**config.mk**
```make
export PLATFORM = sky130hd
export DESIGN_NAME = pcs_front
export DESIGN_NICKNAME = d
export VERILOG_FILES = /design/src/hdl/pcs_pkg.sv /design/src/hdl/pcs_front.sv
export SDC_FILE = /design/constraint.sdc
export NUM_CORES = 1
export LEC_CHECK = 0
export ABC_AREA = 1
export BUFFER_PORTS_ARGS = -buffer_cell sky130_fd_sc_hd__buf_2
export CORE_ASPECT_RATIO = 1.75
export CORE_MARGIN = 1.5
export CORE_UTILIZATION = 30
export CTS_BUF_LIST = sky130_fd_sc_hd__clkbuf_4
export CTS_CLUSTER_SIZE = 10
export DETAILED_ROUTE_END_ITERATION = 8
export PLACE_DENSITY = 0.62
export SLEW_MARGIN = 20
export SYNTH_ARGS = -nofsm -noshare
export SYNTH_HDL_FRONTEND = slang
export SYNTH_SLANG_ARGS = --single-unit
```
**constraint.sdc**
```tcl
create_clock -name clk -period 3 [get_ports clk]
set_input_delay 0.3 -clock clk [delete_from_list [all_inputs] [get_ports clk]]
set_output_delay 0.3 -clock clk [all_outputs]
set_load 0.02 [all_outputs]
```
**src/hdl/pcs_pkg.sv**
```systemverilog
// ----------------------------------------------------------------------------
// Path corner segmenter package
// Shared widths, word types and the CORDIC arctangent table.
// ----------------------------------------------------------------------------
`default_nettype none

package pcs_pkg;

	localparam int COORD_BITS   = 24;
	localparam int ANGLE_BITS   = 16;
	localparam int SEGMENT_BITS = 16;
	localparam int THRESH_BITS  = 15;
	localparam logic [THRESH_BITS-1:0] THRESH_RESET = THRESH_BITS'(10923);

	localparam int CORDIC_STEPS = 28;
	localparam int STEP_BITS    = $clog2(CORDIC_STEPS);
	localparam int GUARD_SHIFT  = 8;
	localparam int ACC_BITS     = 32;
	// difference, guard shift, negation and CORDIC growth
	localparam int DIFF_BITS    = COORD_BITS + 1;
	localparam int DP_BITS      = DIFF_BITS + GUARD_SHIFT + 3;
	localparam int CMP_BITS     = (ANGLE_BITS > THRESH_BITS) ? ANGLE_BITS : THRESH_BITS;

	localparam logic [ACC_BITS-1:0] HALF_TURN = ACC_BITS'(1) << (ACC_BITS - 1);
	localparam logic [ACC_BITS-1:0] ROUND_ADD = ACC_BITS'(1) << (ACC_BITS - 1 - ANGLE_BITS);

	typedef struct packed {
		logic signed [COORD_BITS-1:0] point_x;
		logic signed [COORD_BITS-1:0] point_y;
		logic                         final_point;
	} in_word_t;

	typedef struct packed {
		logic signed [COORD_BITS-1:0] out_x;
		logic signed [COORD_BITS-1:0] out_y;
		logic [SEGMENT_BITS-1:0]      segment_index;
		logic                         ends_segment;
		logic                         path_done;
		logic                         run_last;
	} out_word_t;

	// pair of points after the difference stage
	typedef struct packed {
		logic signed [COORD_BITS-1:0] emit_x;
		logic signed [COORD_BITS-1:0] emit_y;
		logic signed [COORD_BITS-1:0] new_x;
		logic signed [COORD_BITS-1:0] new_y;
		logic                         first;
		logic                         fin;
		logic signed [DIFF_BITS-1:0]  dx;
		logic signed [DIFF_BITS-1:0]  dy;
	} front_t;

	// pair of points travelling through the CORDIC cells
	typedef struct packed {
		logic signed [COORD_BITS-1:0] emit_x;
		logic signed [COORD_BITS-1:0] emit_y;
		logic signed [COORD_BITS-1:0] new_x;
		logic signed [COORD_BITS-1:0] new_y;
		logic                         first;
		logic                         fin;
		logic                         zero;
		logic signed [DP_BITS-1:0]    cx;
		logic signed [DP_BITS-1:0]    cy;
		logic [ACC_BITS-1:0]          cz;
	} cord_t;

	// pair of points with the rounded outgoing heading
	typedef struct packed {
		logic signed [COORD_BITS-1:0] emit_x;
		logic signed [COORD_BITS-1:0] emit_y;
		logic signed [COORD_BITS-1:0] new_x;
		logic signed [COORD_BITS-1:0] new_y;
		logic                         first;
		logic                         fin;
		logic [ANGLE_BITS-1:0]        heading;
	} hdg_t;

	typedef struct packed {
		logic take;
		logic pend_valid;
	} emit_status_t;

	function automatic logic [ACC_BITS-1:0] atan_entry(input logic [STEP_BITS-1:0] step);
		logic [ACC_BITS-1:0] v;
		case (step)
			5'd0:    v = 32'h20000000;
			5'd1:    v = 32'h12E4051E;
			5'd2:    v = 32'h09FB385B;
			5'd3:    v = 32'h051111D4;
			5'd4:    v = 32'h028B0D43;
			5'd5:    v = 32'h0145D7E1;
			5'd6:    v = 32'h00A2F61E;
			5'd7:    v = 32'h00517C55;
			5'd8:    v = 32'h0028BE53;
			5'd9:    v = 32'h00145F2F;
			5'd10:   v = 32'h000A2F98;
			5'd11:   v = 32'h000517CC;
			5'd12:   v = 32'h00028BE6;
			5'd13:   v = 32'h000145F3;
			5'd14:   v = 32'h0000A2FA;
			5'd15:   v = 32'h0000517D;
			5'd16:   v = 32'h000028BE;
			5'd17:   v = 32'h0000145F;
			5'd18:   v = 32'h00000A30;
			5'd19:   v = 32'h00000518;
			5'd20:   v = 32'h0000028C;
			5'd21:   v = 32'h00000146;
			5'd22:   v = 32'h000000A3;
			5'd23:   v = 32'h00000051;
			5'd24:   v = 32'h00000029;
			5'd25:   v = 32'h00000014;
			5'd26:   v = 32'h0000000A;
			5'd27:   v = 32'h00000005;
			default: v = '0;
		endcase
		return v;
	endfunction

endpackage

`default_nettype wire

```
**src/hdl/pcs_front.sv**
```systemverilog
// ----------------------------------------------------------------------------
// Path corner segmenter front end
// Holds the previous waypoint and pairs it with the incoming one.
// ----------------------------------------------------------------------------
`default_nettype none

module pcs_front (
	input  wire logic              clk,
	input  wire logic              arst_n,
	input  wire logic              adv,
	input  wire logic              in_valid,
	input  wire pcs_pkg::in_word_t in_data,
	output logic                   valid_s1,
	output pcs_pkg::front_t        item_s1
);

	typedef enum logic [1:0] {PS_EMPTY, PS_ONE, PS_MANY} ps_t;

	ps_t ps_q;
	logic signed [pcs_pkg::COORD_BITS-1:0] held_x_q;
	logic signed [pcs_pkg::COORD_BITS-1:0] held_y_q;
	logic accept;

	assign accept = in_valid && adv;

	always_ff @(posedge clk or negedge arst_n) begin
		if (!arst_n) begin
			ps_q     <= PS_EMPTY;
			valid_s1 <= 1'b0;
		end else if (adv) begin
			valid_s1 <= 1'b0;
			if (in_valid) begin
				case (ps_q)
					PS_EMPTY: begin
						// a lone final point is dropped
						ps_q <= in_data.final_point ? PS_EMPTY : PS_ONE;
					end
					PS_ONE, PS_MANY: begin
						valid_s1 <= 1'b1;
						ps_q     <= in_data.final_point ? PS_EMPTY : PS_MANY;
					end
					default: ps_q <= PS_EMPTY;
				endcase
			end
		end
	end

	always_ff @(posedge clk) begin
		if (accept) begin
			held_x_q       <= in_data.point_x;
			held_y_q       <= in_data.point_y;
			item_s1.emit_x <= held_x_q;
			item_s1.emit_y <= held_y_q;
			item_s1.new_x  <= in_data.point_x;
			item_s1.new_y  <= in_data.point_y;
			item_s1.first  <= (ps_q == PS_ONE);
			item_s1.fin    <= in_data.final_point;
			item_s1.dx     <= {in_data.point_x[pcs_pkg::COORD_BITS-1], in_data.point_x}
			                - {held_x_q[pcs_pkg::COORD_BITS-1], held_x_q};
			item_s1.dy     <= {in_data.point_y[pcs_pkg::COORD_BITS-1], in_data.point_y}
			                - {held_y_q[pcs_pkg::COORD_BITS-1], held_y_q};
		end
	end

endmodule

`default_nettype wire

```
==> impl_metrics.toml <==
[sta]
slew_headroom_pct = 38.1
fin_setup_tns_ns = 0
finalClockSkew_ns = 0.0270
tightest_slew_ns = 0.928
hold_viol_final = 0
drv_slew = 0
max_freq_mhz = 454
min_period_ns = 2.20
post-route-period-util_pct = 73.3
rsz0062_at_grt = "false"
setup_viol = 0

[synthesis]
syn_area_um2 = 8400
avgSynthCellArea_um2 = 8.62
synth-simple-area-share_pct = 23.3
seq_area_frac_synth_pct = 53.8
synthArstFlopShare_pct = 1.99
synth.distinct_cells = 20
synth.most_common_cell = "nand2_1"
synth_fa_ha_area_share_pct = 8.08
synth_mux_area_share_pct = 0
synth.area.top_cells = "edfxtp_1, nand2_1, inv_1, ha_1, nor2_1"
synth_ff_type = "edfxtp_1"
synth_compound_area_share_pct = 1.71
synthCells = 974
synthTopCellsByCount = "nand2_1, inv_1, edfxtp_1"
synth_top_family_by_area = "simple AND/OR/NAND/NOR gates"
synth_area_leader_cell = "edfxtp_1"
synth_top_cell_area_share_pct = 52.9
syn_nets = 1080
synth_enable_flop_cells = 148
ys_seq_elements = 151
synth_xor_area_share_pct = 2.71
ys_warn_count = 0

[hold_path]
min_path_type = "primary input to register"

[final_layout]
fin_util_pct = 39.0
drive_above_1_share_pct = 19.7
nNetsFinal = 1355
stdcell_count = 1633
area_growth_syn_to_layout_pct = 27.4

[placed_design]
io_buffers = 201
routabilityCongestion = 0.912
dp_hpwl_um = 18900
dp_cells = 1547

[global_route]
grt_overflow = 0
antenna_found_initial = 1
grt_util_all_layers_pct = 16.7
grt_first_pass_wirelength_um = 35400
met1_usage_pct = 13.0
busiest_layer = "met2"
met2_usage_pct = 34.5
grt_max_degree = 71
grt_pass1_vias = 7163
grt_use_met3_pct = 3.24

[routing]
via_per_inst = 4.29
drt_iter0_markers = 299
vias = 7012
dr.pass1.iters = 4
drt-total-wl_um = 23600
drc_errors = 0
wire_per_inst_um = 14.4
ant_nets = 0

[clock_network]
numCtsBuffers = 17
clk_pin_slew_ns = 0.15
clk_latency_ns = 0.65
cts_setup_buffers = 0
root_buffer = "clkbuf_4"
htree_levels = 4
cts_tree = "yes"
cts_sinks = 151
cts.path.max_buffers = 2

[worst_setup_path]
path_class = "register to register"
crit_arrival_ns = 2.60
cp_common_cell = "nand2_1"
crit_path_end_kind = "register"
crit_required_ns = 3.40
slowest_stage = "edfxtp_1"
cpPeakStageDelay_ns = 0.44
crit_fanout = 3
critPathLaunchType = "register"
crit_chain = "ha_1 > fa_1 > inv_1 > nand2_1 > nand3_1 > nand2_1 > nand4_1 > nand2_1"

[pwr]
vdd_drop_max_uv = 278
power_density_nw_per_um2 = 484
leakage_nw = 5.45

[floorplan]
dieArea_um2 = 29000
rows = 80
ios = 202
core_area_um2 = 27400
fp.dieW_um = 129
start_util_pct = 30.6
die_y_um = 224

[run]
max_cap_violations = 0

[status]
status = "finished, final reports clean"
timing repair:
item	CTS	global route
hold endpoints to repair	55	0
gates resized for setup	0	0
hold buffers	52	0
registers in the layout, indices dropped and copies added (netlist names):
register	flops
held_y_q	24
item_s1	100
held_x_q	24
valid_s1	1
ps_q	2
worst max-delay path, delay by kind of cell, from the launching register on:
| kind | cells | cell delay [ns] |
|---|---|---|
| fa+ha+maj | 2 | 0.66 |
| buf+inv | 1 | 0.15 |
| flops | 1 | 0.44 |
| simple gates | 5 | 0.71 |
metal layers:
| metal | routed length (µm) | up-vias |
|---|---|---|
| li1 | - | 3587 |
| met1 | 7720 | 3154 |
| met2 | 13600 | 208 |
| met3 | 863 | 63 |
| met4 | 1350 | 0 |
| met5 | 0 | - |
layout make-up:
cell class | count | area [µm²]
flip-flops and latches | 151 | 4520
clock inverters | 12 | 128
multi-input cells | 591 | 3010
fillers | 2856 | 16700
inverters | 232 | 875
clock buffers | 20 | 150
diodes | 2 | 5.00
repair buffers | 256 | 1550
well taps | 369 | 462
metrics by stage:
| step | hold WS (ns) | cell area [µm²] | power (mW) | setup WS (ns) |
|---|---|---|---|---|
| after floorplan | 0.00441 | 8400 | 3.45 | 0.0177 |
| after global placement | 0.0985 | 9890 | 3.87 | 0.825 |
| after detailed placement | 0.0971 | 9890 | 3.88 | 0.786 |
| after CTS | 0.268 | 10700 | 5.23 | 0.769 |
| after global routing | 0.313 | 10700 | 5.43 | 0.663 |
| final | 0.323 | 10700 | 5.18 | 0.800 |
cells by family (layout without fill, tap and decap cells):
family | count (synthesis) | in the layout
XOR/XNOR | 26 | 26
buffers and inverters | 232 | 520
AO/OA/AOI/OAI | 28 | 28
adder cells (fa/ha/maj) | 53 | 53
flip-flops | 151 | 151
other | 0 | 2
AND/OR/NAND/NOR | 484 | 484
report_power, final:
| part | internal, mW | switching [mW] |
|---|---|---|
| registers | 2.51 | 0.0635 |
| clock network | 0.520 | 0.785 |
| logic | 0.439 | 0.856 |
| total | 3.47 | 1.70 |
worst paths after layout:
path	slack, ns	to	startpoint	depth (start not counted)
min reg2reg	0.49	item_s1[119]	held_y_q[19]	0
max reg2reg	0.80	item_s1[22]	held_y_q[0]	8
max	0.80	item_s1[22]	held_y_q[0]	8
max in group asynchronous	2.33	ps_q[1]	arst_n	3
min in group asynchronous	0.53	ps_q[0]	arst_n	3
min	0.32	item_s1[45]	in_valid	4
placed cells by master (no fill, tap or decap), drive strengths merged:
cell type	count
nand4	12
dfrtp	3
ha	51
nand3b	5
clkinv	6
a21oi	25
bufinv	2
diode	2
nor2	63
inv	233
clkinvlp	3
edfxtp	148
or2	3
xnor2	2
o21ai	2
nand3	40
nand2	354
buf	204
xor2	24
and2	3
dlygate4sd3	52
clkbuf	20
o32ai	1
fa	2
nor3	4
Note: power is estimated with default switching activity, not from simulation.
