==> config.mk <==
export PLATFORM = sky130hd
export DESIGN_NAME = pcs_emit
export DESIGN_NICKNAME = d
export VERILOG_FILES = /design/src/hdl/pcs_pkg.sv /design/src/hdl/pcs_emit.sv
export SDC_FILE = /design/constraint.sdc
export NUM_CORES = 1
export LEC_CHECK = 0
export BUFFER_PORTS_ARGS = -buffer_cell sky130_fd_sc_hd__buf_2
export CORE_MARGIN = 3
export CORE_UTILIZATION = 50
export DETAILED_ROUTE_END_ITERATION = 10
export PLACE_DENSITY_LB_ADDON = 0.3
export SYNTH_ARGS = -nofsm -noshare
export SYNTH_HDL_FRONTEND = slang
export SYNTH_SLANG_ARGS = --single-unit
export TNS_END_PERCENT = 5
==> constraint.sdc <==
create_clock -name clk -period 9.95 [get_ports clk]
set_input_delay 1.99 -clock clk [delete_from_list [all_inputs] [get_ports clk]]
set_output_delay 1.99 -clock clk [all_outputs]
set_load 0.02 [all_outputs]
==> src/hdl/pcs_pkg.sv <==
// ----------------------------------------------------------------------------
// Path corner segmenter package
// Shared widths, word types and the CORDIC arctangent table.
// ----------------------------------------------------------------------------
`default_nettype none

package pcs_pkg;

	localparam int COORD_BITS   = 24;
	localparam int ANGLE_BITS   = 16;
	localparam int SEGMENT_BITS = 16;
	localparam int THRESH_BITS  = 15;
	localparam logic [THRESH_BITS-1:0] THRESH_RESET = THRESH_BITS'(10923);

	localparam int CORDIC_STEPS = 28;
	localparam int STEP_BITS    = $clog2(CORDIC_STEPS);
	localparam int GUARD_SHIFT  = 8;
	localparam int ACC_BITS     = 32;
	// difference, guard shift, negation and CORDIC growth
	localparam int DIFF_BITS    = COORD_BITS + 1;
	localparam int DP_BITS      = DIFF_BITS + GUARD_SHIFT + 3;
	localparam int CMP_BITS     = (ANGLE_BITS > THRESH_BITS) ? ANGLE_BITS : THRESH_BITS;

	localparam logic [ACC_BITS-1:0] HALF_TURN = ACC_BITS'(1) << (ACC_BITS - 1);
	localparam logic [ACC_BITS-1:0] ROUND_ADD = ACC_BITS'(1) << (ACC_BITS - 1 - ANGLE_BITS);

	typedef struct packed {
		logic signed [COORD_BITS-1:0] point_x;
		logic signed [COORD_BITS-1:0] point_y;
		logic                         final_point;
	} in_word_t;

	typedef struct packed {
		logic signed [COORD_BITS-1:0] out_x;
		logic signed [COORD_BITS-1:0] out_y;
		logic [SEGMENT_BITS-1:0]      segment_index;
		logic                         ends_segment;
		logic                         path_done;
		logic                         run_last;
	} out_word_t;

	// pair of points after the difference stage
	typedef struct packed {
		logic signed [COORD_BITS-1:0] emit_x;
		logic signed [COORD_BITS-1:0] emit_y;
		logic signed [COORD_BITS-1:0] new_x;
		logic signed [COORD_BITS-1:0] new_y;
		logic                         first;
		logic                         fin;
		logic signed [DIFF_BITS-1:0]  dx;
		logic signed [DIFF_BITS-1:0]  dy;
	} front_t;

	// pair of points travelling through the CORDIC cells
	typedef struct packed {
		logic signed [COORD_BITS-1:0] emit_x;
		logic signed [COORD_BITS-1:0] emit_y;
		logic signed [COORD_BITS-1:0] new_x;
		logic signed [COORD_BITS-1:0] new_y;
		logic                         first;
		logic                         fin;
		logic                         zero;
		logic signed [DP_BITS-1:0]    cx;
		logic signed [DP_BITS-1:0]    cy;
		logic [ACC_BITS-1:0]          cz;
	} cord_t;

	// pair of points with the rounded outgoing heading
	typedef struct packed {
		logic signed [COORD_BITS-1:0] emit_x;
		logic signed [COORD_BITS-1:0] emit_y;
		logic signed [COORD_BITS-1:0] new_x;
		logic signed [COORD_BITS-1:0] new_y;
		logic                         first;
		logic                         fin;
		logic [ANGLE_BITS-1:0]        heading;
	} hdg_t;

	typedef struct packed {
		logic take;
		logic pend_valid;
	} emit_status_t;

	function automatic logic [ACC_BITS-1:0] atan_entry(input logic [STEP_BITS-1:0] step);
		logic [ACC_BITS-1:0] v;
		case (step)
			5'd0:    v = 32'h20000000;
			5'd1:    v = 32'h12E4051E;
			5'd2:    v = 32'h09FB385B;
			5'd3:    v = 32'h051111D4;
			5'd4:    v = 32'h028B0D43;
			5'd5:    v = 32'h0145D7E1;
			5'd6:    v = 32'h00A2F61E;
			5'd7:    v = 32'h00517C55;
			5'd8:    v = 32'h0028BE53;
			5'd9:    v = 32'h00145F2F;
			5'd10:   v = 32'h000A2F98;
			5'd11:   v = 32'h000517CC;
			5'd12:   v = 32'h00028BE6;
			5'd13:   v = 32'h000145F3;
			5'd14:   v = 32'h0000A2FA;
			5'd15:   v = 32'h0000517D;
			5'd16:   v = 32'h000028BE;
			5'd17:   v = 32'h0000145F;
			5'd18:   v = 32'h00000A30;
			5'd19:   v = 32'h00000518;
			5'd20:   v = 32'h0000028C;
			5'd21:   v = 32'h00000146;
			5'd22:   v = 32'h000000A3;
			5'd23:   v = 32'h00000051;
			5'd24:   v = 32'h00000029;
			5'd25:   v = 32'h00000014;
			5'd26:   v = 32'h0000000A;
			5'd27:   v = 32'h00000005;
			default: v = '0;
		endcase
		return v;
	endfunction

endpackage

`default_nettype wire

==> src/hdl/pcs_emit.sv <==
// ----------------------------------------------------------------------------
// Path corner segmenter result stage
// Corner test, segment count and the two-word output register.
// ----------------------------------------------------------------------------
`default_nettype none

module pcs_emit (
	input  wire logic                              clk,
	input  wire logic                              arst_n,
	input  wire logic [pcs_pkg::THRESH_BITS-1:0]   threshold,
	input  wire logic                              valid_in,
	input  wire pcs_pkg::hdg_t                     item_in,
	input  wire logic                              out_stall,
	output logic                                   out_valid,
	output pcs_pkg::out_word_t                     out_data,
	output pcs_pkg::emit_status_t                  status
);

	logic [pcs_pkg::ANGLE_BITS-1:0]   head_q;
	logic [pcs_pkg::SEGMENT_BITS-1:0] seg_q;
	logic                             pend_valid_q;
	pcs_pkg::out_word_t               pend_q;

	logic [pcs_pkg::ANGLE_BITS-1:0]   diff;
	logic [pcs_pkg::ANGLE_BITS-1:0]   mag;
	logic                             corner;
	logic [pcs_pkg::SEGMENT_BITS-1:0] seg_next;
	pcs_pkg::out_word_t               word_a;
	pcs_pkg::out_word_t               word_b;
	logic                             out_acc;
	logic                             take;
	logic                             load;

	always_comb begin
		diff     = head_q - item_in.heading;
		mag      = diff[pcs_pkg::ANGLE_BITS-1] ? (~diff + 1'b1) : diff;
		corner   = !item_in.first &&
		           (pcs_pkg::CMP_BITS'(mag) > pcs_pkg::CMP_BITS'(threshold));
		seg_next = seg_q + pcs_pkg::SEGMENT_BITS'(corner);

		word_a.out_x         = item_in.emit_x;
		word_a.out_y         = item_in.emit_y;
		word_a.segment_index = seg_q;
		word_a.ends_segment  = corner;
		word_a.path_done     = 1'b0;
		word_a.run_last      = !item_in.fin;

		word_b.out_x         = item_in.new_x;
		word_b.out_y         = item_in.new_y;
		word_b.segment_index = seg_next;
		word_b.ends_segment  = 1'b1;
		word_b.path_done     = 1'b1;
		word_b.run_last      = 1'b1;
	end

	assign out_acc = out_valid && !out_stall;
	assign take    = !out_valid || (out_acc && !pend_valid_q);
	assign load    = valid_in && take;

	assign status.take       = take;
	assign status.pend_valid = pend_valid_q;

	always_ff @(posedge clk or negedge arst_n) begin
		if (!arst_n) begin
			out_valid    <= 1'b0;
			pend_valid_q <= 1'b0;
			head_q       <= '0;
			seg_q        <= '0;
		end else if (load) begin
			out_valid    <= 1'b1;
			pend_valid_q <= item_in.fin;
			if (item_in.fin) begin
				// path closed: start the next one empty
				head_q <= '0;
				seg_q  <= '0;
			end else begin
				head_q <= item_in.heading;
				seg_q  <= seg_next;
			end
		end else if (out_acc) begin
			if (pend_valid_q) begin
				pend_valid_q <= 1'b0;
			end else begin
				out_valid <= 1'b0;
			end
		end
	end

	always_ff @(posedge clk) begin
		if (load) begin
			out_data <= word_a;
			pend_q   <= word_b;
		end else if (out_acc && pend_valid_q) begin
			out_data <= pend_q;
		end
	end

endmodule

`default_nettype wire

==> results of run 1 <==
## how the worst max path moves through the flow
stage                 to  slack (ns)  cells after the start
2_1_floorplan  seg_q[14]        2.77                     27
3_3_place_gp   seg_q[14]        2.27                     29
3_5_place_dp   seg_q[14]        2.05                     29
4_1_cts        seg_q[14]        2.47                     29
5_1_grt        seg_q[14]        1.96                     29
6_report       seg_q[14]        2.44                     29
## sequential cells by signal (all words and copies together), names as in the netlist
name / flops
pend_q: 64
out_data: 67
pend_valid_q: 1
out_valid: 1
seg_q: 16
head_q: 16
## cell usage after synthesis, types with 2 or more instances
| master | n |
|---|---|
| sky130_fd_sc_hd__dfrtp_1 | 34 |
| sky130_fd_sc_hd__nand3_1 | 11 |
| sky130_fd_sc_hd__nand2b_1 | 7 |
| sky130_fd_sc_hd__and3_1 | 10 |
| sky130_fd_sc_hd__o211a_1 | 2 |
| sky130_fd_sc_hd__nor3b_1 | 2 |
| sky130_fd_sc_hd__inv_1 | 34 |
| sky130_fd_sc_hd__o211ai_1 | 2 |
| sky130_fd_sc_hd__edfxtp_1 | 130 |
| sky130_fd_sc_hd__clkbuf_1 | 24 |
| sky130_fd_sc_hd__nand4_1 | 3 |
| sky130_fd_sc_hd__xnor2_1 | 21 |
| sky130_fd_sc_hd__buf_4 | 2 |
| sky130_fd_sc_hd__ha_1 | 33 |
| sky130_fd_sc_hd__o21a_1 | 3 |
| sky130_fd_sc_hd__a22o_1 | 70 |
| sky130_fd_sc_hd__xor2_1 | 17 |
| sky130_fd_sc_hd__nor3_1 | 7 |
| sky130_fd_sc_hd__o21ai_0 | 23 |
| sky130_fd_sc_hd__nand3b_1 | 4 |
| sky130_fd_sc_hd__a211oi_1 | 2 |
| sky130_fd_sc_hd__a21o_1 | 10 |
| sky130_fd_sc_hd__a21oi_1 | 17 |
| sky130_fd_sc_hd__nand2_1 | 50 |
| sky130_fd_sc_hd__or3_1 | 2 |
| sky130_fd_sc_hd__a31oi_1 | 4 |
| sky130_fd_sc_hd__nor2_1 | 30 |
| sky130_fd_sc_hd__o31ai_1 | 14 |
## kinds of logic after synthesis
group | after synthesis
compound gates | 159
mux | 2
fa+ha+maj | 34
buf+inv | 61
flops | 165
simple gates | 133
xor+xnor | 38
## power by group
group | leakage (uW) | switching [uW] | internal [uW] | total [uW]
registers | 0.00172 | 24.4 | 837 | 861
clock network | 0.000256 | 252 | 357 | 609
logic | 0.00219 | 330 | 222 | 551
## cell usage in the layout (no fill, tap or decap), types with 4 or more instances in the layout
master                      Yosys  routed
sky130_fd_sc_hd__buf_2          0     202
sky130_fd_sc_hd__nand3_1       11      11
sky130_fd_sc_hd__a22o_1        70      70
sky130_fd_sc_hd__and3_1        10      10
sky130_fd_sc_hd__clkbuf_1      24       5
sky130_fd_sc_hd__ha_1          33      33
sky130_fd_sc_hd__xnor2_1       21      21
sky130_fd_sc_hd__nand3b_1       4       4
sky130_fd_sc_hd__clkbuf_16      0      17
sky130_fd_sc_hd__o31ai_1       14      14
sky130_fd_sc_hd__a21o_1        10      10
sky130_fd_sc_hd__o21ai_0       23      23
sky130_fd_sc_hd__inv_1         34      34
sky130_fd_sc_hd__nor2_1        30      29
sky130_fd_sc_hd__a31oi_1        4       4
sky130_fd_sc_hd__edfxtp_1     130     130
sky130_fd_sc_hd__a21oi_1       17      17
sky130_fd_sc_hd__dfrtp_1       34      34
sky130_fd_sc_hd__nand2b_1       7       7
sky130_fd_sc_hd__nor3_1         7       7
sky130_fd_sc_hd__nand2_1       50      49
sky130_fd_sc_hd__xor2_1        17      17
## stage by stage
| step | hold slack [ns] | instances | total power [uW] | area [um^2] | worst slack, ns |
|---|---|---|---|---|---|
| final | 0.4701 | 987 | 2022 | 9356 | 2.436 |
| after detailed placement | 0.4615 | 955 | 1424 | 8807 | 2.046 |
| after floorplan | 0.4526 | 592 | 1272 | 7631 | 2.769 |
| after global placement | 0.4509 | 955 | 1403 | 8807 | 2.274 |
| after global routing | 0.5094 | 987 | 2128 | 9356 | 1.965 |
| after CTS | 0.4771 | 987 | 2035 | 9356 | 2.474 |
## cell type report
class / count / area (um^2)
Tap cell: 184 / 230.2
Clock buffer: 24 / 471.7
Sequential cell: 165 / 4775
Clock inverter: 8 / 77.57
Fill cell: 1199 / 5398
Inverter: 35 / 133.9
Multi-Input combinational cell: 366 / 2635
Timing Repair Buffer: 205 / 1033
## metal layers
metal / vias to the layer above / GRT usage / part of all wire
met4: 0 / 0.07457 / 0.017
li1: 2625 / - / -
met2: 173 / 0.3082 / 0.50
met1: 2576 / 0.2423 / 0.43
met5: - / 0 / 0
met3: 24 / 0.04452 / 0.053
## critical path: cells and delay by family
family                     cells  cell delay, ns
buffers and inverters          2            0.11
AOI/OAI and AO/OA             11            2.17
adders and majority gates      4            1.06
xor gates and xnor gates       3            0.87
and+or+nand+nor                9            1.59
==> Implementation_results.wiki, run 1 <==
{| class="wikitable"
! Metric !! Value
|-
| Area fraction in and, or, nand and nor cells after synthesis || 0.08231
|-
| Vertical extent of the die || 129.5 um
|-
| Kind of end point of the critical path || register
|-
| WHS Endpoint || out_data[1]
|-
| Path type of the worst setup path || input port to register
|-
| Fraction of the yosys area taken by sequential cells || 0.6257
|-
| Library cell contributing the largest single delay on the critical path || sky130_fd_sc_hd__xor2_1
|-
| Synth area leaders || sky130_fd_sc_hd__edfxtp_1 (51%), sky130_fd_sc_hd__dfrtp_1 (11%), sky130_fd_sc_hd__a22o_1 (8.0%)
|-
| Initial antenna violation count || 0
|-
| Clock tree from TritonCTS || done
|-
| Mux contribution to synthesized area || 0.002787
|-
| Routed length per instance || 16.43 um
|-
| Worst r2r dst || seg_q[14]
|-
| Drt drc || 0
|-
| Largest net degree at the start of global routing || 93
|-
| RSZ-0062 raised after global routing || no
|-
| Combinational family with the most area after synthesis || compound AO/OA/AOI/OAI gates
|-
| Ratio of cells with drive above 1 in the final layout || 0.2964
|-
| Fraction of post-synthesis cell area in the top cell type by area || 0.5116
|-
| Clock tree root buffer cell || sky130_fd_sc_hd__clkbuf_16
|-
| Final Setup Violations || 0
|-
| Largest stage delay on the critical path || approximately 0.63 ns
|-
| Library cell with the largest summed area after synthesis || sky130_fd_sc_hd__edfxtp_1
|-
| Reg2Reg Setup Slack || 3.74 ns
|-
| Final TNS setup || 0 ns
|-
| Count of port buffers added during placement || 202
|-
| Number of cell rows || 44
|-
| Post-CTS sizing || 0
|-
| # IOs || 203
|-
| Max Clock Skew || about 0.011 ns
|-
| Total length of routed wires || 16220 um
|-
| Number of enable flip-flop cells after synthesis || 130
|-
| Final weighted congestion in routability-driven placement || 0.8923
|-
| Synthesized-area fraction occupied by ao, oa, aoi and oai cells || 0.1579
|-
| CP Max Fanout || 11
|-
| Maximum buffer depth of the clock tree || 2
|-
| Clock transition at the register clock pins on the worst setup and hold paths after CTS || 0.06 ns
|-
| Post-CTS Setup Bufs || 0
|-
| Reg2reg start || head_q[3]
|-
| Core Area || 14750 um^2
|-
| Type of the tightest min-delay check || register to register
|-
| Starting Density || 0.5172
|-
| Fin. Hold Viols || 0
|-
| Width of the chip || 129.5 um
|-
| Detail Placement HPWL || 11160 um
|-
| Sum of overflow across all layers after global routing || 0
|-
| Post-route antenna net violation count || 0
|-
| Post-layout minimum cycle time || 7.514 ns
|-
| Leakage power total || 0.004173 uW
|-
| Source-to-sink clock delay at the later pin of the worst-skew pair || approximately 0.42 ns
|-
| Remaining max-slew budget at the tightest pin || 0.3258
|-
| Global-route wire length before repair || 24810 um
|-
| Via count of the first global-routing pass || 5146
|-
| Maximum resistive drop on vdd || 134.6 uV
|-
| Number of cell instances on the worst register-to-register path || 27
|-
| Arrival time of data at the critical path endpoint || around 8 ns
|-
| Total number of yosys warnings || 0
|-
| 1st-pass router iterations || 5
|-
| Synthesized-area fraction occupied by adder cells || 0.05673
|-
| Async set-or-reset flop fraction in the synthesized netlist || 0.2061
|-
| PwrDens || 216.1 nW/um^2
|-
| Final number of max-transition violations || 0
|-
| Critical Path Source || item_in[4]
|-
| Number of synthesized register bits || between 150 and 200
|-
| Mapped Nets || 759
|-
| Die area || between 15000 and 20000 um^2
|-
| Hold Path Stages || 2
|-
| Synthesized-area fraction occupied by xor and xnor cells || 0.04361
|-
| Netlist Area Pre-Place || 7631 um^2
|-
| Outcome || finished, final reports clean
|-
| Number of maximum-capacitance violations || 0
|-
| Sink count of the clock tree || 165
|-
| Predominant post-synthesis flop cell || sky130_fd_sc_hd__edfxtp_1
|-
| Mean Syn Cell Area || 12.89 um^2
|-
| Number of buffers inserted by hold repair at cts || 0
|-
| Final core utilization || 0.6342
|-
| NumNets Final || between 900 and 1000
|-
| Transition time of the tightest slew-check pin || 1.011 ns
|-
| Crit start category || input port
|-
| Vias per cell || ~5.5
|-
| Timing-limited maximum frequency || 133.1 MHz
|-
| Number of diodes added for antenna fixing || 0
|-
| Level count of the clock H-tree || 4
|-
| Number of CTS-inserted buffers || 17
|-
| Overall via count from detail_route || about 5400
|-
| Global Route Usage Sum || 0.1876
|-
| Distinct cell type count after synthesis || 52
|-
| Synth-to-layout area growth || 22.61%
|-
| First DRT Iteration DRCs || 352
|-
| Hold path startpoint || out_data[1]
|-
| Required arrival time at the worst endpoint || 10.25 ns
|-
| Share of the cycle needed by the critical path after routing || 0.7552
|-
| Post-Synthesis Cells || 592
|}
Note: power is estimated with default switching activity, not from simulation.
==> run 2, diff against run 1 <==
--- a/config.mk
+++ b/config.mk
@@ -5,9 +5,10 @@
 export SDC_FILE = /design/constraint.sdc
 export NUM_CORES = 1
 export LEC_CHECK = 0
+export ABC_AREA = 1
 export BUFFER_PORTS_ARGS = -buffer_cell sky130_fd_sc_hd__buf_2
 export CORE_MARGIN = 3
-export CORE_UTILIZATION = 50
+export CORE_UTILIZATION = 48
 export DETAILED_ROUTE_END_ITERATION = 10
 export PLACE_DENSITY_LB_ADDON = 0.3
 export SYNTH_ARGS = -nofsm -noshare
==> constraint.sdc (replaced) <==
create_clock -name clk -period 6.3 [get_ports clk]
set_input_delay 1.26 -clock clk [delete_from_list [all_inputs] [get_ports clk]]
set_output_delay 1.26 -clock clk [all_outputs]
set_load 0.02 [all_outputs]
==> run 2 against run 1 <==
Clock skew is 0.0038 ns lower. Combinational power grew to 3.2 times the previous value. Flip-flop and latch count did not move. Routed wire length rose by 5.2%. Power up 120%.
==> Implementation_results.wiki, run 2 <==
{| class="wikitable"
! Metric !! Value
|-
| Number of synthesized register bits || 165 (unchanged)
|-
| Global-route wire length before repair || 27300 um (was 24810 um)
|-
| Distinct cell type count after synthesis || 35 (was 52)
|-
| Synth-to-layout area growth || 22.52% (was 22.61%)
|-
| Drt drc || 0 (unchanged)
|-
| Fraction of post-synthesis cell area in the top cell type by area || 0.4910 (was 0.5116)
|-
| Via count of the first global-routing pass || 5621 (was 5146)
|-
| Buffers & Inverters on Critical Path || 4 (was 2)
|-
| Synth area leaders || sky130_fd_sc_hd__edfxtp_1 (49%), sky130_fd_sc_hd__dfrtp_1 (11%), sky130_fd_sc_hd__nand2_1 (8.9%) (was sky130_fd_sc_hd__edfxtp_1 (51%), sky130_fd_sc_hd__dfrtp_1 (11%), sky130_fd_sc_hd__a22o_1 (8.0%))
|-
| Final Setup Violations || 0 (unchanged)
|-
| Most numerous cell in the Yosys netlist || sky130_fd_sc_hd__nand2_1 (was sky130_fd_sc_hd__edfxtp_1)
|-
| Core Area || 16060 um^2 (was 14750 um^2)
|-
| Final number of max-transition violations || 0 (unchanged)
|-
| Clk pwr share || 0.226 (was 0.301)
|-
| # IOs || 203 (unchanged)
|-
| Vias per cell || 4.995 (was 5.469)
|-
| Sum of overflow across all layers after global routing || 0 (unchanged)
|-
| Gate family responsible for the most delay along the worst path || simple AND/OR/NAND/NOR gates (was compound AO/OA/AOI/OAI gates)
|-
| Timing-limited maximum frequency || roughly 180 MHz
|-
| Crit start category || input port (unchanged)
|-
| NumNets Final || 1121 (was 957)
|-
| Async set-or-reset flop fraction in the synthesized netlist || 0.2061 (unchanged)
|-
| Number of CTS-inserted buffers || 17 (unchanged)
|-
| Comb power frac || 0.403 (was 0.273)
|-
| Sum of internal, switching and leakage power || 4451 uW (was 2022 uW)
|-
| Level count of the clock H-tree || 4 (unchanged)
|-
| Max reg flops || 67 (unchanged)
|-
| Post-CTS Setup Bufs || 0 (unchanged)
|-
| Register ranked first by flip-flop count || out_data (unchanged)
|-
| Die area || 18140 um^2 (was 16780 um^2)
|-
| Initial antenna violation count || 0 (unchanged)
|-
| Post-layout minimum cycle time || roughly 5.6 ns
|-
| CP Max Fanout || 4 (was 11)
|-
| Overall via count from detail_route || 5904 (was 5398)
|-
| Source-to-sink clock delay at the later pin of the worst-skew pair || 0.41 ns (was 0.42 ns)
|-
| Predominant post-synthesis flop cell || sky130_fd_sc_hd__edfxtp_1 (unchanged)
|-
| Global Route Usage Sum || 0.1888 (was 0.1876)
|-
| Least setup slack across all paths after layout || 0.6814 ns (was 2.436 ns)
|-
| PwrDens || 457.0 nW/um^2 (was 216.1 nW/um^2)
|-
| Post-CTS sizing || 0 (unchanged)
|-
| 1st-pass router iterations || 5 (unchanged)
|-
| Remaining max-slew budget at the tightest pin || 0.2297 (was 0.3258)
|-
| Kind of end point of the critical path || register (unchanged)
|-
| Total length of routed wires || 17070 um (was 16220 um)
|-
| Mean Syn Cell Area || 10.57 um^2 (was 12.89 um^2)
|-
| Routed length per instance || 14.44 um (was 16.43 um)
|-
| Fraction of the yosys area taken by sequential cells || 0.6006 (was 0.6257)
|-
| Transition time of the tightest slew-check pin || 1.155 ns (was 1.011 ns)
|-
| Outcome || finished, final reports clean (unchanged)
|-
| Post-Synthesis Cells || 752 (was 592)
|-
| Starting Density || 0.4951 (was 0.5172)
|-
| Leading cell types in the layout, fill and taps excluded || sky130_fd_sc_hd__buf_2 (202), sky130_fd_sc_hd__nand2_1 (188), sky130_fd_sc_hd__edfxtp_1 (130) (was sky130_fd_sc_hd__buf_2 (202), sky130_fd_sc_hd__edfxtp_1 (130), sky130_fd_sc_hd__a22o_1 (70))
|-
| Post-synth top cells || sky130_fd_sc_hd__nand2_1 (189), sky130_fd_sc_hd__edfxtp_1 (130), sky130_fd_sc_hd__inv_1 (110) (was sky130_fd_sc_hd__edfxtp_1 (130), sky130_fd_sc_hd__a22o_1 (70), sky130_fd_sc_hd__nand2_1 (50))
|-
| Max Clock Skew || 0.007121 ns (was 0.01094 ns)
|-
| Clock tree from TritonCTS || done (unchanged)
|-
| P_int || 2762 uW (was 1415 uW)
|-
| Number of cell rows || 46 (was 44)
|-
| Number of maximum-capacitance violations || 0 (unchanged)
|-
| Largest stage delay on the critical path || 0.42 ns (was 0.63 ns)
|-
| Maximum resistive drop on vdd || 252.0 uV (was 134.6 uV)
|-
| Leakage power total || 0.004656 uW (was 0.004173 uW)
|-
| Net switching component of the power || 1689 uW (was 606.5 uW)
|-
| Number of enable flip-flop cells after synthesis || 130 (unchanged)
|-
| Final weighted congestion in routability-driven placement || 0.8448 (was 0.8923)
|-
| Post-route antenna net violation count || 0 (unchanged)
|-
| Largest net degree at the start of global routing || 74 (was 93)
|-
| Part of the power in registers || 0.371 (was 0.426)
|-
| Required arrival time at the worst endpoint || 6.64 ns (was 10.25 ns)
|-
| Count of port buffers added during placement || 202 (unchanged)
|-
| Number of diodes added for antenna fixing || 0 (unchanged)
|-
| Total placed instance area || 9158 um^2 (was 8807 um^2)
|-
| Sink count of the clock tree || 165 (unchanged)
|-
| Clock tree root buffer cell || sky130_fd_sc_hd__clkbuf_16 (unchanged)
|-
| Ratio of cells with drive above 1 in the final layout || 0.2712 (was 0.2964)
|-
| Mapped Nets || 919 (was 759)
|-
| Maximum buffer depth of the clock tree || 2 (unchanged)
|-
| Vertical extent of the die || 134.7 um (was 129.5 um)
|-
| First DRT Iteration DRCs || 295 (was 352)
|-
| Share of the cycle needed by the critical path after routing || 0.8918
|-
| Total number of yosys warnings || 0 (unchanged)
|-
| Non-Filler Cell Area, Final || 9741 um^2 (was 9356 um^2)
|-
| Top Registers || out_data x67, pend_q x64 (unchanged)
|-
| Net Sw Frac || 0.3794 (was 0.3000)
|-
| Most numerous cell on the critical path || sky130_fd_sc_hd__nand2_1
|-
| Most frequent standard cell in the layout excluding fill and tap cells || sky130_fd_sc_hd__buf_2 (unchanged)
|-
| Number of buffers inserted by hold repair at cts || 0 (unchanged)
|-
| Fin. Hold Viols || 0 (unchanged)
|-
| Width of the chip || 134.7 um (was 129.5 um)
|-
| Type of the tightest min-delay check || register to register (unchanged)
|-
| Detail Placement HPWL || 12300 um (was 11160 um)
|-
| Netlist Area Pre-Place || 7950 um^2 (was 7631 um^2)
|-
| Clock transition at the register clock pins on the worst setup and hold paths after CTS || 0.06 ns (about the same)
|-
| Library cell contributing the largest single delay on the critical path || sky130_fd_sc_hd__fa_1 (was sky130_fd_sc_hd__xor2_1)
|-
| Path type of the worst setup path || input port to register (unchanged)
|-
| Worst slack at placement || 0.1900 ns (was 2.046 ns)
|-
| Library cell with the largest summed area after synthesis || sky130_fd_sc_hd__edfxtp_1 (unchanged)
|-
| Arrival time of data at the critical path endpoint || 5.96 ns (was 7.82 ns)
|}
run 2: worst paths after layout:
kind	end	cells past startpoint	start	slack [ns]
worst max-delay path	seg_q[14]	40	item_in[0]	0.68
worst min-delay path	head_q[13]	2	head_q[13]	0.49
worst max register to register	seg_q[14]	40	head_q[0]	1.20
worst min register to register	head_q[13]	2	head_q[13]	0.49
max in group asynchronous	pend_valid_q	1	arst_n	4.83
min in group asynchronous	seg_q[3]	1	arst_n	0.94
run 2: per-stage QoR:
stage | setup TNS (ns) | hold slack (ns) | cells | utilization
finish | 0 | 0.4942 | 1182 | 0.6066
global route | -0.01776 | 0.5150 | 1182 | 0.6066
CTS | 0 | 0.5009 | 1182 | 0.6062
detailed placement | 0 | 0.4830 | 1151 | 0.5703
global placement | 0 | 0.4681 | 1151 | 0.5703
floorplan | 0 | 0.4570 | 752 | -
run 2: cell families after synthesis:
| group | synth area share |
|---|---|
| compound gates | 0.09868 |
| xor+xnor | 0.02849 |
| fa+ha+maj | 0.05445 |
| buf+inv | 0.06515 |
| flops | 0.6006 |
| simple gates | 0.1527 |
run 2: metal layers:
layer,up-vias,GRT usage,share of wire,routed length [um]
li1,2945,-,-,-
met4,0,0.07183,0.016,280
met2,194,0.3191,0.48,8232
met3,20,0.03465,0.076,1301
met5,-,0,0,0
met1,2745,0.2437,0.42,7253
run 2: worst min-delay path, stage by stage, from the launching register on:
cell and delay, ns:
sky130_fd_sc_hd__dfrtp_1 0.35, sky130_fd_sc_hd__nand2_1 0.05, sky130_fd_sc_hd__o21ai_0 0.06
run 2: power groups by stage:
| stage | sequential [uW] | combinational [uW] | clock (uW) |
|---|---|---|---|
| after floorplan | 1900 | 1100 | 0 |
| after global placement | 1670 | 1780 | 0 |
| after detailed placement | 1680 | 1800 | 0 |
| after CTS | 1660 | 1810 | 1030 |
| after global routing | 1680 | 2040 | 1070 |
| final | 1650 | 1790 | 1000 |
run 2: cell type report:
cell class	count	area, um^2
multi-input combinational	454	2666
tap	216	270.3
inverter	111	419.2
sequential	165	4775
clock buffer	17	425.4
clock inverter	14	151.4
timing repair buffer	205	1033
fill	1323	6317
==> run 3, diff against run 2 <==
--- a/config.mk
+++ b/config.mk
@@ -8,7 +8,7 @@
 export ABC_AREA = 1
 export BUFFER_PORTS_ARGS = -buffer_cell sky130_fd_sc_hd__buf_2
 export CORE_MARGIN = 3
-export CORE_UTILIZATION = 48
+export CORE_UTILIZATION = 30
 export DETAILED_ROUTE_END_ITERATION = 10
 export PLACE_DENSITY_LB_ADDON = 0.3
 export SYNTH_ARGS = -nofsm -noshare
==> run 3 against run 2 <==
Combinational power rose by 3%. Critical endpoint unchanged. Global-route usage decreased by 5.2 points. Sequential share of layout area down 0.90 points. First-iteration DRC count grew 44%.
==> Implementation_results.wiki, run 3 (same netlist as run 2, synthesis figures left out) <==
{| class="wikitable"
! Metric !! Value
|-
| Final TNS setup || 0 ns (unchanged)
|-
| Ratio of cells with drive above 1 in the final layout || 0.2727 (was 0.2712)
|-
| Overall via count from detail_route || 5918 (was 5904)
|-
| Met2 layer wire length in the routed design || 9635 um (was 8232 um)
|-
| Post-CTS sizing || 0 (unchanged)
|-
| Post-CTS Setup Bufs || 0 (unchanged)
|-
| Global-route wire length before repair || 30530 um (was 27300 um)
|-
| Most numerous cell on the critical path || sky130_fd_sc_hd__nand2_1 (unchanged)
|-
| NumNets Final || 1122 (was 1121)
|-
| Synth-to-layout area growth || 24.82% (was 22.52%)
|-
| Vias per cell || 4.559 (was 4.995)
|-
| Level count of the clock H-tree || 4 (unchanged)
|-
| Post-route antenna net violation count || 0 (unchanged)
|-
| Leading cell types in the layout, fill and taps excluded || sky130_fd_sc_hd__buf_2 (202), sky130_fd_sc_hd__nand2_1 (188), sky130_fd_sc_hd__edfxtp_1 (130) (unchanged)
|-
| Gate family responsible for the most delay along the worst path || simple AND/OR/NAND/NOR gates (unchanged)
|-
| Vertical extent of the die || 168.8 um (was 134.7 um)
|-
| Clock transition at the register clock pins on the worst setup and hold paths after CTS || 0.07 ns (was 0.06 ns)
|-
| Number of CTS-inserted buffers || 17 (unchanged)
|-
| Max reg flops || 67 (unchanged)
|-
| Type of the tightest min-delay check || register to register (unchanged)
|-
| Routed wire length on met3 || 1311 um (was 1301 um)
|-
| Share of the cycle needed by the critical path after routing || 0.8909 (was 0.8918)
|-
| Final Setup Violations || 0 (unchanged)
|-
| Max Clock Skew || 0.02012 ns (was 0.007121 ns)
|-
| Outcome || finished, final reports clean (unchanged)
|-
| Clock tree from TritonCTS || done (unchanged)
|-
| Highest metal layer with signal wires || met5 (was met4)
|-
| 1st-pass router iterations || 5 (unchanged)
|-
| Number of buffers inserted by hold repair at cts || 0 (unchanged)
|-
| First DRT Iteration DRCs || 425 (was 295)
|-
| Final core utilization || 0.3874 (was 0.6066)
|-
| Final weighted congestion in routability-driven placement || 0.8152 (was 0.8448)
|-
| Largest stage delay on the critical path || 0.42 ns (about the same)
|-
| Via count of the first global-routing pass || 5687 (was 5621)
|-
| Leakage power total || 0.004656 uW (about the same)
|-
| Fin. Hold Viols || 0 (unchanged)
|-
| Timing-limited maximum frequency || 178.2 MHz (was 178.0 MHz)
|-
| Largest net degree at the start of global routing || 81 (was 74)
|-
| Kind of end point of the critical path || register (unchanged)
|-
| Remaining max-slew budget at the tightest pin || 0.3704 (was 0.2297)
|-
| Source-to-sink clock delay at the later pin of the worst-skew pair || 0.43 ns (was 0.41 ns)
|-
| Total length of routed wires || 19940 um (was 17070 um)
|-
| Most frequent standard cell in the layout excluding fill and tap cells || sky130_fd_sc_hd__buf_2 (unchanged)
|-
| RSZ-0062 raised after global routing || no
|-
| Sink count of the clock tree || 165 (unchanged)
|-
| Crit start category || input port (unchanged)
|-
| Initial antenna violation count || 2 (was 0)
|-
| Fill count || 2546 (was 1323)
|-
| Clock tree root buffer cell || sky130_fd_sc_hd__clkbuf_16 (unchanged)
|-
| CP Max Fanout || 3 (was 4)
|-
| Global Route Usage Sum || 0.1365 (was 0.1888)
|-
| Count of port buffers added during placement || 202 (unchanged)
|-
| Number of diodes added for antenna fixing || 0 (unchanged)
|-
| Register ranked first by flip-flop count || out_data (unchanged)
|-
| Number of maximum-capacitance violations || 0 (unchanged)
|-
| Path type of the worst setup path || input port to register (unchanged)
|-
| Routed length per instance || 15.37 um (was 14.44 um)
|-
| Detail Placement HPWL || 14230 um (was 12300 um)
|-
| Width of the chip || 168.8 um (was 134.7 um)
|-
| Starting Density || 0.3103 (was 0.4951)
|-
| Drt drc || 0 (unchanged)
|-
| Post-layout minimum cycle time || 5.612 ns (was 5.619 ns)
|-
| Metal-1 WL || 8842 um (was 7253 um)
|-
| PwrDens || 458.1 nW/um^2 (was 457.0 nW/um^2)
|-
| Sum of overflow across all layers after global routing || 0 (unchanged)
|-
| Transition time of the tightest slew-check pin || 0.9443 ns (was 1.155 ns)
|-
| Final number of max-transition violations || 0 (unchanged)
|-
| Die area || 28490 um^2 (was 18140 um^2)
|-
| # IOs || 203 (unchanged)
|-
| Required arrival time at the worst endpoint || 6.65 ns (was 6.64 ns)
|-
| Library cell contributing the largest single delay on the critical path || sky130_fd_sc_hd__fa_1 (unchanged)
|-
| Top Registers || out_data x67, pend_q x64 (unchanged)
|-
| Number of cell rows || 58 (was 46)
|-
| Arrival time of data at the critical path endpoint || 5.96 ns (about the same)
|-
| Maximum resistive drop on vdd || 179.4 uV (was 252.0 uV)
|-
| Buffers & Inverters on Critical Path || 4 (unchanged)
|-
| Core Area || 25620 um^2 (was 16060 um^2)
|-
| Maximum buffer depth of the clock tree || 2 (unchanged)
|}
-- run 3: report_power, final --
part	leakage (uW)	internal (uW)	switching, uW	total [uW]
Combinational	0.00263	615	1220	1840
Clock	0.000296	538	510	1050
Sequential	0.00173	1570	92.2	1660
-- run 3: stage by stage --
stage / hold slack [ns] / instance area, um^2 / power (uW) / setup slack, ns / std cells
floorplan: 0.4570 / 7950 / 3003 / 0.9826 / 752
global placement: 0.4588 / 9313 / 3520 / 0.3325 / 1266
detailed placement: 0.4781 / 9313 / 3556 / 0.2362 / 1266
CTS: 0.4957 / 9923 / 4619 / 0.6668 / 1298
global route: 0.5140 / 9923 / 4890 / 0.1594 / 1298
finish: 0.4936 / 9923 / 4546 / 0.6875 / 1298
-- run 3: path summary, 6_finish.rpt --
| path | to | cells past startpoint | start | slack [ns] |
|---|---|---|---|---|
| worst max register to register | seg_q[14] | 40 | head_q[0] | 1.20 |
| worst min-delay path | out_data[1] | 2 | out_data[1] | 0.49 |
| worst min register to register | out_data[1] | 2 | out_data[1] | 0.49 |
| max in group asynchronous | seg_q[6] | 1 | arst_n | 4.81 |
| worst max-delay path | seg_q[14] | 38 | item_in[0] | 0.69 |
| min in group asynchronous | head_q[10] | 1 | arst_n | 0.94 |
-- run 3: cell type report --
class / count / area, um^2 / area share
clock buffer: 17 / 425.4 / 0.04287
clock inverter: 15 / 185.2 / 0.01866
inverter: 111 / 419.2 / 0.04224
multi-input combinational: 454 / 2665 / 0.2686
sequential: 165 / 4775 / 0.4811
tap: 330 / 412.9 / 0.04161
timing repair buffer: 206 / 1041 / 0.1049
-- run 3: metal layers --
layer  GRT usage  vias up
met5           0        -
met2      0.2324      199
met1      0.1759     2758
met4     0.02917        4
met3     0.03573       10
li1            -     2947
-- run 3: worst min-delay path, stage by stage, from the launching register on --
cell,delay [ns]
sky130_fd_sc_hd__dfxtp_1,0.34
sky130_fd_sc_hd__o21ai_0,0.08
sky130_fd_sc_hd__inv_1,0.05
